**config.mk**
```make
export PLATFORM = sky130hd
export DESIGN_NAME = pidpi_sat
export DESIGN_NICKNAME = d
export VERILOG_FILES = /design/src/hw/rtl/pidpi_pkg.sv /design/src/hw/rtl/pidpi_sat.sv
export SDC_FILE = /design/constraint.sdc
export NUM_CORES = 1
export LEC_CHECK = 0
export ABC_CLOCK_PERIOD_IN_PS = 8300
export BUFFER_PORTS_ARGS = -buffer_cell sky130_fd_sc_hd__buf_2
export CAP_MARGIN = 20
export CELL_PAD_IN_SITES_DETAIL_PLACEMENT = 2
export CELL_PAD_IN_SITES_GLOBAL_PLACEMENT = 2
export CORE_MARGIN = 1
export CORE_UTILIZATION = 26
export DETAILED_ROUTE_END_ITERATION = 8
export PLACE_DENSITY = 0.95
export SYNTH_ARGS = -nofsm -noshare
export SYNTH_HDL_FRONTEND = slang
export SYNTH_SLANG_ARGS = --single-unit
```
**constraint.sdc**
```tcl
create_clock -name vclk -period 8.3
set_input_delay 0 -clock vclk [all_inputs]
set_output_delay 0 -clock vclk [all_outputs]
set_load 0.05 [all_outputs]
```
**src/hw/rtl/pidpi_pkg.sv**
```systemverilog
// Package: widths, register indexes and configuration type for the PID block.
`timescale 1ns / 1ps
`default_nettype none
package pidpi_pkg;

	// Q format of the gains
	localparam int GAIN_FRAC_BITS = 16;

	localparam int MEAS_W  = 16;
	localparam int ERR_W   = MEAS_W + 1;
	localparam int GAIN_W  = 32;
	localparam int TERM_W  = 32;
	localparam int PROD_W  = GAIN_W + TERM_W;
	localparam int ACC_W   = PROD_W + 2;
	localparam int DRIVE_W = 32;
	localparam int CIDX_W  = 3;
	localparam int CDATA_W = 32;

	typedef enum logic [CIDX_W-1:0] {
		REG_SET_POINT     = 3'd0,
		REG_GAIN_P        = 3'd1,
		REG_GAIN_I        = 3'd2,
		REG_GAIN_D        = 3'd3,
		REG_INCREMENTAL   = 3'd4,
		REG_ADD_SET_POINT = 3'd5
	} cfg_reg_t;

	typedef struct packed {
		logic signed [MEAS_W-1:0] set_point;
		logic signed [GAIN_W-1:0] gain_p;
		logic signed [GAIN_W-1:0] gain_i;
		logic signed [GAIN_W-1:0] gain_d;
		logic                     incremental_mode;
		logic                     add_set_point;
	} cfg_t;

endpackage
`default_nettype wire

```
**src/hw/rtl/pidpi_sat.sv**
```systemverilog
// Scale the accumulator down, truncating toward zero, and clamp to 32 bits.
`timescale 1ns / 1ps
`default_nettype none
module pidpi_sat (
	input  wire logic signed [pidpi_pkg::ACC_W-1:0]   acc,
	output logic signed [pidpi_pkg::DRIVE_W-1:0]      drive
);
	import pidpi_pkg::*;

	localparam int QW = ACC_W - GAIN_FRAC_BITS;
	// 32-bit signed limits, sign-extended to the quotient width
	localparam logic signed [QW-1:0] Q_MAX =
		{{(QW-DRIVE_W+1){1'b0}}, {(DRIVE_W-1){1'b1}}};
	localparam logic signed [QW-1:0] Q_MIN =
		{{(QW-DRIVE_W+1){1'b1}}, {(DRIVE_W-1){1'b0}}};

	logic signed [QW-1:0] q_floor;
	logic                 round_up;
	logic signed [QW-1:0] q_trunc;

	// Floor shift, then step negative values with a remainder back toward zero
	always_comb begin
		q_floor  = acc[ACC_W-1:GAIN_FRAC_BITS];
		round_up = acc[ACC_W-1] && (|acc[GAIN_FRAC_BITS-1:0]);
		q_trunc  = q_floor + QW'(round_up);
		if (q_trunc > Q_MAX) begin
			drive = Q_MAX[DRIVE_W-1:0];
		end else if (q_trunc < Q_MIN) begin
			drive = Q_MIN[DRIVE_W-1:0];
		end else begin
			drive = q_trunc[DRIVE_W-1:0];
		end
	end

endmodule
`default_nettype wire

```
==> flow_summary.yaml <==
status:
  outcome: "complete, but fails checks"
  failed_checks: "DRC"
sta:
  fin_crit_sh_pct: 47.4
  finalHoldViolCount: 0
  tightest_slew_ns: 0.653
  rsz0062_at_grt: "no"
  drv_slew: 0
  fmax_mhz: 254
  post-route-min-period_ns: 3.94
  finalSetupViolCount: 0
  slew_headroom_pct: 56.1
  final.setup.tns_ns: 0
layout:
  register_area_um2: 0
  diodes: 0
  fillers: 829
  final_common_cell: "buf_2"
  final_cell_mix: "buf_2, o21ai_2, nand3_1, xor2_1, xnor2_1"
  clockBufferCount: 0
  fin_util_pct: 35.8
  fin_nets: 408
  synthToLayoutAreaGrowth_pct: 31.2
  layout-drive-gt1-share_pct: 42.3
  flops_and_latches: 0
grt:
  grt_pass1_vias: 2483
  antenna_found_initial: 0
  gr-total-overflow: 0
  grt_usage_pct: 20.8
  grt_pass1_wl_um: 12300
  grt_max_degree: 32
placement:
  io_buffers: 98
  place.gp.congestion: 0.838
  place_hpwl_um: 6600
floorplan:
  start_util_pct: 27.3
  die_area_um2: 7080
  die_x_um: 84.1
  ioPinCount: 98
  rows: 29
  die_y_um: 84.1
  core_um2: 6420
route:
  antenna_left: 0
  first_pass_iters: 6
  num_vias: 2325
  route.detailed.drc: 20
  post_drt_wl_per_cell_um: 18.4
  initialDrtViolationCount: 106
  avgViaCountPerCell: 5.60
  finalWirelength_um: 7620
power:
  combPwrFrac_pct: 100.0
  seqPwrFrac_pct: 0
  ir_worst_vdd_v: 0.0000214
  p_per_area_nw_per_um2: 53.4
  switchingPower_w: 0.0000858
  power.leakage_nw: 0.897
  p_clk_share_pct: 0
  sw_frac_of_total_pct: 69.9
  internal-power_w: 0.0000370
cts:
  postCtsSetupBuffers: 0
  cts_resized: 0
  holdBufCountCts: 0
critical_path:
  crit_required_ns: 8.30
  worstSetupStartpointType: "input port"
  worstPathMaxFanout: 31
  endpoint: "drive[2]"
  setup.worst_path.class: "input port to output port"
  cp.arrival_ns: 3.94
  crit_path_end_kind: "output port"
  cp-startpoint: "acc[3]"
logic_synthesis:
  synth_cell_type_count: 45
  syn_avg_cell_area_um2: 7.13
  syn_inst: 246
  synth_area_um2: 1750
  ys_warn_count: 0
  synth_nets: 314
  yosysSeqAreaShare_pct: 0
min_path:
  holdCritPathClass: "input port to output port"
flow_run:
  cap_viol_max_count: 0
==> logic make-up after synthesis <==
group | count (synthesis) | share of synthesized area (%)
fa+ha+maj | 2 | 1.43
compound gates | 48 | 21.8
mux | 4 | 2.43
buf+inv | 20 | 6.92
xor+xnor | 41 | 20.5
simple gates | 131 | 47.0
==> stage by stage <==
| stage | setup slack (ns) | std cells | hold slack (ns) | total power [W] | area (µm²) |
|---|---|---|---|---|---|
| final | 4.36 | 415 | 0.502 | 0.000123 | 2300 |
| after global placement | 4.45 | 414 | 0.482 | 0.000117 | 2280 |
| after floorplan | 5.15 | 246 | 0.289 | 0.0000779 | 1750 |
| after CTS | 4.37 | 415 | 0.508 | 0.000123 | 2300 |
| after global routing | 4.09 | 415 | 0.533 | 0.000130 | 2300 |
| after detailed placement | 4.36 | 415 | 0.502 | 0.000123 | 2300 |
==> cell type report <==
cell class / count / area, µm² / area share (%)
multi-input cells: 226 / 1640 / 71.3
repair buffers: 100 / 518 / 22.5
well taps: 77 / 96.3 / 4.19
inverters: 12 / 45.0 / 1.96
==> worst min-delay path by stage <==
stage                     cells after the start  slack (ns)     from   endpoint
after floorplan                               2        0.29  acc[27]  drive[11]
after global placement                        4        0.48  acc[24]   drive[8]
after detailed placement                      4        0.50  acc[45]  drive[29]
after CTS                                     4        0.51  acc[24]   drive[8]
after global routing                          4        0.53  acc[30]  drive[14]
final                                         4        0.50  acc[24]   drive[8]
==> cell usage after synthesis, drive strengths merged <==
master	number	area, µm²
inv	12	45.0
o211a	1	10.0
nand4	21	153
nor4	14	136
and2	2	12.5
a21oi	3	15.0
a31oi	2	18.8
ha	2	25.0
xor2	21	184
a41oi	1	8.76
nand2	14	52.6
xnor2	20	175
nand3	23	115
and4	5	43.8
o31ai	1	21.3
mux2i	2	20.0
clkbuf	1	3.75
nor3b	3	22.5
nand2b	1	6.26
nor4b	1	23.8
nor2	21	83.8
or4	3	30.0
buf	7	72.6
o21ai	35	265
nand3b	2	15.0
o2111ai	2	17.5
o31a	2	17.5
and3	13	82.6
or3	1	6.26
or2	1	6.26
mux2	2	22.5
nor3	6	35.0
a21o	1	7.51
==> power groups by stage <==
stage,logic [W],registers (W),clock network [W]
final,0.000123,0,0
after global routing,0.000130,0,0
after CTS,0.000123,0,0
after detailed placement,0.000123,0,0
after global placement,0.000117,0,0
after floorplan,0.0000779,0,0
==> worst max-delay path: stages <==
cell and delay, ns:
buf_2 0.08, nor4_1 0.04, a41oi_1 0.20, ha_1 0.24, ha_1 0.22, nand3_1 0.24
nor4_2 0.63, and4_1 0.36, mux2_2 0.34, o21ai_0 0.23, o2111ai_1 0.23, o31ai_4 0.27
buf_4 0.43, o21ai_0 0.16, buf_2 0.24
==> routing by layer <==
metal,vias to the layer above,track usage [%],wire length [µm]
met4,0,1.72,53
met2,74,40.2,3910
met3,6,0.983,328
met5,-,0,0
li1,1118,-,-
met1,1127,26.3,3340
Power figures use the tool's default switching activity.
