[src/hw/rtl/pidpi_pkg.sv]
// Package: widths, register indexes and configuration type for the PID block.
`timescale 1ns / 1ps
`default_nettype none
package pidpi_pkg;

	// Q format of the gains
	localparam int GAIN_FRAC_BITS = 16;

	localparam int MEAS_W  = 16;
	localparam int ERR_W   = MEAS_W + 1;
	localparam int GAIN_W  = 32;
	localparam int TERM_W  = 32;
	localparam int PROD_W  = GAIN_W + TERM_W;
	localparam int ACC_W   = PROD_W + 2;
	localparam int DRIVE_W = 32;
	localparam int CIDX_W  = 3;
	localparam int CDATA_W = 32;

	typedef enum logic [CIDX_W-1:0] {
		REG_SET_POINT     = 3'd0,
		REG_GAIN_P        = 3'd1,
		REG_GAIN_I        = 3'd2,
		REG_GAIN_D        = 3'd3,
		REG_INCREMENTAL   = 3'd4,
		REG_ADD_SET_POINT = 3'd5
	} cfg_reg_t;

	typedef struct packed {
		logic signed [MEAS_W-1:0] set_point;
		logic signed [GAIN_W-1:0] gain_p;
		logic signed [GAIN_W-1:0] gain_i;
		logic signed [GAIN_W-1:0] gain_d;
		logic                     incremental_mode;
		logic                     add_set_point;
	} cfg_t;

endpackage
`default_nettype wire

[src/hw/rtl/pidpi_terms.sv]
// Error history and error sum, and the three gain terms for one item.
`timescale 1ns / 1ps
`default_nettype none
module pidpi_terms (
	input  wire logic                                 clk,
	input  wire logic                                 arst_n,
	input  wire pidpi_pkg::cfg_t                      cfg,
	input  wire logic                                 step,
	input  wire logic signed [pidpi_pkg::MEAS_W-1:0]  meas,
	output logic signed [pidpi_pkg::TERM_W-1:0]       term_p,
	output logic signed [pidpi_pkg::TERM_W-1:0]       term_i,
	output logic signed [pidpi_pkg::TERM_W-1:0]       term_d
);
	import pidpi_pkg::*;

	// 32-bit signed limits, sign-extended by one bit
	localparam logic signed [TERM_W:0] SUM_MAX = {{2{1'b0}}, {(TERM_W-1){1'b1}}};
	localparam logic signed [TERM_W:0] SUM_MIN = {{2{1'b1}}, {(TERM_W-1){1'b0}}};

	logic signed [TERM_W-1:0] error_sum_q;
	logic signed [ERR_W-1:0]  last_error_q;
	logic signed [ERR_W-1:0]  prior_error_q;

	logic signed [ERR_W-1:0]  err;
	logic signed [TERM_W:0]   sum_wide;
	logic signed [TERM_W-1:0] sum_next;
	logic signed [ERR_W:0]    diff1;
	logic signed [ERR_W+1:0]  diff2;

	// Form error, differences and saturated sum
	always_comb begin
		err      = ERR_W'(cfg.set_point) - ERR_W'(meas);
		sum_wide = (TERM_W+1)'(error_sum_q) + (TERM_W+1)'(err);
		if (sum_wide > SUM_MAX) begin
			sum_next = SUM_MAX[TERM_W-1:0];
		end else if (sum_wide < SUM_MIN) begin
			sum_next = SUM_MIN[TERM_W-1:0];
		end else begin
			sum_next = sum_wide[TERM_W-1:0];
		end
		diff1 = (ERR_W+1)'(err) - (ERR_W+1)'(last_error_q);
		diff2 = (ERR_W+2)'(err) - ((ERR_W+2)'(last_error_q) <<< 1)
			+ (ERR_W+2)'(prior_error_q);
		if (cfg.incremental_mode) begin
			term_p = TERM_W'(diff1);
			term_i = TERM_W'(err);
			term_d = TERM_W'(diff2);
		end else begin
			term_p = TERM_W'(err);
			term_i = sum_next;
			term_d = TERM_W'(diff1);
		end
	end

	// Advance history; hold the sum in incremental mode
	always_ff @(posedge clk or negedge arst_n) begin
		if (!arst_n) begin
			error_sum_q   <= '0;
			last_error_q  <= '0;
			prior_error_q <= '0;
		end else if (step) begin
			prior_error_q <= last_error_q;
			last_error_q  <= err;
			if (!cfg.incremental_mode) begin
				error_sum_q <= sum_next;
			end
		end
	end

endmodule
`default_nettype wire

[config.mk]
export PLATFORM = sky130hd
export DESIGN_NAME = pidpi_terms
export DESIGN_NICKNAME = d
export VERILOG_FILES = /design/src/hw/rtl/pidpi_pkg.sv /design/src/hw/rtl/pidpi_terms.sv
export SDC_FILE = /design/constraint.sdc
export NUM_CORES = 1
export LEC_CHECK = 0
export BUFFER_PORTS_ARGS = -buffer_cell sky130_fd_sc_hd__buf_2
export CORE_MARGIN = 1
export CORE_UTILIZATION = 51
export CTS_BUF_LIST = sky130_fd_sc_hd__clkbuf_4
export CTS_CLUSTER_SIZE = 8
export DETAILED_ROUTE_END_ITERATION = 10
export MAX_ROUTING_LAYER = met4
export PLACE_DENSITY = 0.79
export SETUP_SLACK_MARGIN = 0.05
export SYNTH_ARGS = -nofsm -noshare
export SYNTH_HDL_FRONTEND = slang
export SYNTH_SLANG_ARGS = --single-unit
[constraint.sdc]
create_clock -name clk -period 7.5 [get_ports clk]
set_clock_uncertainty 0.05 [all_clocks]
set_input_delay 0.75 -clock clk [delete_from_list [all_inputs] [get_ports clk]]
set_output_delay 0.75 -clock clk [all_outputs]
set_load 0.01 [all_outputs]
==> results of run 1 <==
[state kept, by name (all words and copies together), names as in the netlist]
register,flops
last_error_q,17
error_sum_q,32
prior_error_q,17
[cells by family (layout without fill, tap and decap cells)]
| logic type | after synthesis | after routing |
|---|---|---|
| fa+ha+maj | 104 | 104 |
| mux | 46 | 46 |
| xor+xnor | 63 | 63 |
| flops | 66 | 66 |
| simple gates | 249 | 249 |
| compound gates | 319 | 319 |
| buf+inv | 143 | 241 |
| other cells | 0 | 2 |
[repair_timing]
action                     4_1_cts  5_1_grt
setup buffers                    0        3
resized for setup                0        3
setup endpoints to repair        0       17
hold endpoints to repair         0        0
[metal layers]
metal	up-vias	GRT usage [%]
met5	-	-
met4	0	9.59
met3	46	3.73
met1	3467	32.6
li1	3671	-
met2	204	44.9
[cell type report]
cell class                      instances  area [um2]
Clock inverter                          7        68.8
Multi-Input combinational cell        781        5710
Clock buffer                            9        67.6
Antenna cell                            2        5.00
Sequential cell                        66        1650
Fill cell                            1407        6410
Tap cell                              211         264
Inverter                               75         285
Timing Repair Buffer                  150         798
[critical path, cell delays in order]
cell and delay (ns):
buf_2 0.07, inv_1 0.03, ha_1 0.22, fa_1 0.44, nor2b_1 0.19, o31a_1 0.20, o31a_1 0.16, o21ai_1 0.08
a31o_2 0.33, o21ai_2 0.24, o311ai_4 0.15, a31oi_2 0.29, clkinvlp_4 0.27, buf_4 0.21, ha_1 0.43, nand2_1 0.11
o21ai_0 0.44, a221oi_1 0.16, a21oi_1 0.30, a211oi_4 0.09, o21ai_1 0.34, nor2_2 0.07, buf_4 0.24, a2bb2oi_1 0.29
buf_2 0.19
[power by group]
group	internal [mW]	switching (mW)
Clock	0.101	0.143
Sequential	0.480	0.0804
Combinational	1.47	2.06
[cells in the mapped netlist (7+ instances only)]
cell / count
a21oi_1: 116
nand2_1: 89
ha_1: 84
nor2_1: 79
inv_1: 75
o21ai_0: 67
dfrtp_1: 66
xnor2_1: 44
mux2_2: 33
buf_4: 29
a21o_1: 27
buf_2: 21
fa_1: 20
xor2_1: 19
o21a_1: 18
clkbuf_1: 12
mux2i_1: 12
nand3_1: 12
nor2b_1: 12
nand2b_1: 11
nand4_1: 9
o21ai_1: 9
a22oi_1: 8
nor3_1: 8
o21bai_1: 8
a31oi_1: 7
[worst max path at each step]
| stage | slack, ns | start | depth (start not counted) | end |
|---|---|---|---|---|
| after floorplan | 1.19 | cfg[98] | 23 | term_d[19] |
| after global placement | 0.41 | cfg[98] | 25 | term_i[30] |
| after detailed placement | 0.36 | cfg[98] | 25 | term_i[30] |
| after CTS | 0.32 | cfg[98] | 25 | term_i[30] |
| after global routing | 0.07 | cfg[98] | 25 | term_i[30] |
| final | 0.40 | cfg[98] | 25 | term_i[8] |
[stage by stage]
step           setup WS (ns)  instance area, um2  utilization (%)  hold WS, ns  instances
6_report               0.396                8850             58.0        0.445       1301
5_1_grt               0.0660                8850             58.0        0.487       1301
4_1_cts                0.321                8800             57.7        0.461       1296
3_5_place_dp           0.363                8670             56.8        0.441       1280
3_3_place_gp           0.411                8670             56.8        0.432       1280
2_1_floorplan           1.19                8010                -        0.404        990
==> run_results.csv, run 1 <==
group,metric,value,unit
worst_setup_path,end_kind,"primary output",
synth,synth_mux_area_share,6.31,%
synth,synth_area,0.00801,mm2
worst_setup_path,cp_data_required_time,6.70,ns
detailed_routing,highest_layer,"met4",
clock_network,numCtsBuffers,9,
sta,finalSetupViolations,0,
clock_network,clk_path_buf_depth,2,
synth,synth_fa_ha_area_share,18.1,%
power_and_ir_drop,ir_drop,0.265,mV
detailed_routing,wl_per_cell,15.8,um
synth,synth_top_area_share,20.6,%
placed_design,dpl.hpwl,16300,um
clock_network,holdBufCountCts,0,
sta,period_needed,7.10,ns
detailed_routing,drt_iter0_drc,326,
sta,fmax,0.141,GHz
clock_network,cts_tree,"built",
die,die_h,127,um
synth,synthFlopType,"dfrtp_1",
sta,relSlewSlack,25.3,%
die,std_cell_rows,45,
worst_setup_path,reg2reg_to,"error_sum_q[30]",
clock_network,clock_latency,0.45,ns
die,die_w,127,um
power_and_ir_drop,total_power,4.33,mW
sta,hold_viol,0,
synth,synth_xor_area_share,6.89,%
clock_network,cts_root_buf,"clkbuf_4",
detailed_routing,drt_first_pass_iters,5,
synth,ys_warn_count,0,
final_layout,final_cell_mix,"buf_2 (131), a21oi_1 (116), nand2_1 (89)",
sta,setup_tns,0,ns
global_routing,grt_usage,26.7,%
synth,synth_top_family_by_area,"compound AO/OA/AOI/OAI gates",
placed_design,io_buffers,131,
clock_network,clk_transition_reported_paths,0.11,ns
detailed_routing,totalWireLength,20500,um
hold_path,hp-class,"in -> async",
detailed_routing,ant_nets,0,
synth,synth_nets,1227,
worst_setup_path,r2r-start,"error_sum_q[5]",
synth,syn_avg_cell_area,8.09,um2
detailed_routing,viasPerCell,5.68,
detailed_routing,drc,0,
detailed_routing,wl_met1,9060,um
final_layout,drive_gt1_share,20.1,%
synth,synth.ff_latch_count,66,
sta,fin_crit_sh,94.7,%
worst_setup_path,path_max_fanout,16,
detailed_routing,route.met3.wl,1080,um
sta,slew_viol_final,0,
synth,synth.area.top_cells,"dfrtp_1 (21%), ha_1 (13%), a21oi_1 (7.2%), fa_1 (5.0%), xnor2_1 (4.8%)",
detailed_routing,via_count,7388,
synth,yosysTopAreaCell,"dfrtp_1",
final_layout,final_common_cell,"buf_2",
synth,ys_types,73,
global_routing,grt_pass1_wl,33600,um
die,initial_utilization,52.5,%
global_routing,grt_pass1_vias,7105,
synth,ys_seq_area_share,20.6,%
power_and_ir_drop,powerDensity,490,mW/mm2
synth,synth-compound-area-share,25.2,%
clock_network,htreeDepth,3,
die,core,0.0153,mm2
global_routing,grt_max_degree,67,
die,fp.dieArea,0.0162,mm2
sta,worst_pin_slew,1.12,ns
final_layout,nets,1320,
synth,synthArstFlopShare,100,%
synth,synth-simple-area-share,14.4,%
worst_setup_path,reg2regPathDepth,11,
worst_setup_path,crit_arrival,6.30,ns
power_and_ir_drop,p_leak,4.27,nW
run_status,status,"finished clean",
worst_setup_path,rrSetupSlack,4.33,ns
global_routing,overflow,0,
sta,rsz0062_at_grt,"no",
clock_network,clock-sinks,66,
final_layout,area_growth,10.4,%
worst_setup_path,cp-start-kind,"input port",
synth,synth_edf_count,0,
synth,syn_inst,990,
die,ioPinCount,229,
detailed_routing,route.met2.wl,9890,um
placed_design,gp_congestion,1.03,
job,cap_violations,0,
worst_setup_path,worstSetupPathType,"in -> out",
global_routing,antenna_found_initial,2,
(Power assumes the default switching activity.)
==> run 2, diff against run 1 <==
clock period = 6.7 ns   (was 7.5 ns; I/O delays follow)
==> run 2 against run 1 <==
Global-route usage grew 1.7 points. Largest cell class unchanged. Clock-buffer cell count is the same. First-iteration DRC count grew 10%. Sequential power grew 13%. Critical endpoint is now term_i[9]. Design area grew 6.2%. Largest power group unchanged.
==> run_results.csv, run 2 (synthesis results as in run 1) <==
group,metric,value,unit
final_layout,area_growth,17.3,%
clock_network,numCtsBuffers,9,
placed_design,gp_congestion,0.971,
worst_setup_path,cp-start-kind,"input port",
worst_setup_path,cp-endpoint,"term_i[9]",
detailed_routing,drt_iter0_drc,360,
worst_setup_path,end_kind,"primary output",
placed_design,placed_cells,1331,
power_and_ir_drop,powerDensity,554,mW/mm2
final_layout,n_antenna_cell,0,
global_routing,grt_pass1_vias,7466,
sta,hold_viol,0,
power_and_ir_drop,p_int,2.51,mW
clock_network,clk_path_buf_depth,2,
detailed_routing,via_count,7683,
clock_network,htreeDepth,3,
final_layout,top_register,"error_sum_q",
global_routing,overflow,0,
power_and_ir_drop,power_frac_clock,4.6,%
worst_setup_path,startpoint,"cfg[98]",
sta,slew_viol_final,0,
placed_design,dpl.hpwl,17200,um
sta,relSlewSlack,21.2,%
worst_setup_path,r2r-start,"error_sum_q[5]",
job,cap_violations,0,
power_and_ir_drop,p_leak,4.53,nW
clock_network,clock-sinks,66,
detailed_routing,drc,0,
final_layout,final_common_cell,"buf_2",
final_layout,drive_gt1_share,25.1,%
power_and_ir_drop,switchingPower,2.69,mW
detailed_routing,wl_per_cell,16.3,um
sta,period_needed,6.43,ns
clock_network,clk_transition_reported_paths,0.13,ns
die,initial_utilization,52.5,%
detailed_routing,totalWireLength,22000,um
die,core,0.0153,mm2
final_layout,largestRegisters,"error_sum_q (32), last_error_q (17), prior_error_q (17)",
worst_setup_path,reg2reg_to,"error_sum_q[22]",
global_routing,antenna_found_initial,0,
final_layout,stdcell_count,1352,
die,ioPinCount,229,
sta,worst_pin_slew,1.18,ns
sta,finalSetupViolations,0,
placed_design,io_buffers,131,
worst_setup_path,path_max_fanout,17,
worst_setup_path,crit_arrival,5.71,ns
power_and_ir_drop,power_switching_share,51.7,%
sta,fmax,0.155,GHz
power_and_ir_drop,comb_power_share,83.2,%
power_and_ir_drop,total_power,5.20,mW
worst_setup_path,cp_data_required_time,5.98,ns
sta,rsz0062_at_grt,"no",
final_layout,fin_util,61.6,%
clock_network,cts_root_buf,"clkbuf_4",
clock_network,clock_latency,0.45,ns
die,die_w,127,um
final_layout,final_cell_mix,"buf_2 (131), a21oi_1 (114), nand2_1 (89)",
global_routing,grt_max_degree,67,
worst_setup_path,worstSetupPathType,"in -> out",
detailed_routing,viasPerCell,5.68,
clock_network,holdBufCountCts,0,
final_layout,fillerInstances,1382,
die,fp.dieArea,0.0162,mm2
worst_setup_path,rrSetupSlack,3.46,ns
clock_network,cts_tree,"built",
global_routing,grt_usage,28.4,%
run_status,status,"finished clean",
die,die_h,127,um
global_routing,grt_pass1_wl,35800,um
die,std_cell_rows,45,
final_layout,nets,1373,
final_layout,largest_reg_flops,32,
power_and_ir_drop,p_seq_share,12.2,%
hold_path,hp-class,"in -> async",
sta,fin_crit_sh,96.0,%
power_and_ir_drop,ir_drop,0.286,mV
worst_setup_path,reg2regPathDepth,13,
detailed_routing,ant_nets,0,
detailed_routing,drt_first_pass_iters,5,
==> run 2: worst min-delay path by stage <==
stage | start | end | depth (start not counted)
5_1_grt | arst_n | error_sum_q[2] | 2
2_1_floorplan | arst_n | error_sum_q[0] | 0
6_report | arst_n | error_sum_q[4] | 2
4_1_cts | arst_n | error_sum_q[4] | 2
3_3_place_gp | error_sum_q[31] | error_sum_q[31] | 2
3_5_place_dp | last_error_q[4] | prior_error_q[4] | 1
==> run 2: area by class of cell <==
type,count,area [um2],area share [%]
repair buffers,202,1210,12.9
clock buffers,9,67.6,0.719
clock inverters,7,43.8,0.466
flip-flops and latches,66,1650,17.6
well taps,211,264,2.81
inverters,75,282,3.00
multi-input cells,782,5880,62.5
==> run 2: timing repair <==
| item | CTS | global route |
|---|---|---|
| pin swaps | 2 | 7 |
| resized for setup | 8 | 30 |
| buffers inserted | 1 | 2 |
| setup endpoints to repair | 45 | 45 |
| gates cloned | 2 | 0 |
==> run 2: per-layer routing <==
| metal | up-vias | track usage, % | wire (um) | share of wire (%) |
|---|---|---|---|---|
| li1 | 3774 | - | - | - |
| met1 | 3673 | 34.5 | 9630 | 44 |
| met2 | 196 | 49.6 | 11000 | 50 |
| met3 | 40 | 3.48 | 984 | 4.5 |
| met4 | 0 | 7.77 | 450 | 2.0 |
| met5 | - | - | 0 | 0 |
==> run 2: power by group through the flow <==
stage	logic (mW)	clock network (mW)	registers (mW)
2_1_floorplan	3.03	0	0.611
3_3_place_gp	4.04	0	0.628
3_5_place_dp	4.13	0	0.636
4_1_cts	4.20	0.242	0.627
5_1_grt	4.77	0.259	0.651
6_report	4.33	0.240	0.634
==> run 2: worst max-delay path, stage by stage <==
cell       delay, ns
buf_2           0.10
inv_1           0.05
ha_2            0.20
fa_2            0.23
nor2b_1         0.07
o31a_1          0.33
o31a_1          0.28
o21ai_2         0.16
a31o_4          0.23
o21ai_4         0.07
o311ai_4        0.34
a31oi_4         0.15
inv_2           0.11
buf_12          0.17
ha_1            0.30
buf_4           0.18
nand2_1         0.08
nor2_1          0.06
a211oi_2        0.25
a21oi_1         0.14
a211oi_4        0.26
buf_4           0.16
buf_4           0.12
mux2i_4         0.27
buf_6           0.18
nand2_1         0.08
a2bb2oi_1       0.27
buf_2           0.20
==> run 2: per-stage QoR <==
step                setup WS (ns)  hold slack, ns  area (um2)  setup TNS, ns
CTS                        0.0438           0.367        9230              0
detailed placement         -0.399           0.441        9060          -8.29
global placement           -0.284           0.427        9060          -5.26
finish                      0.265           0.348        9400              0
floorplan                   0.548           0.324        8010              0
global route               0.0415           0.419        9400              0
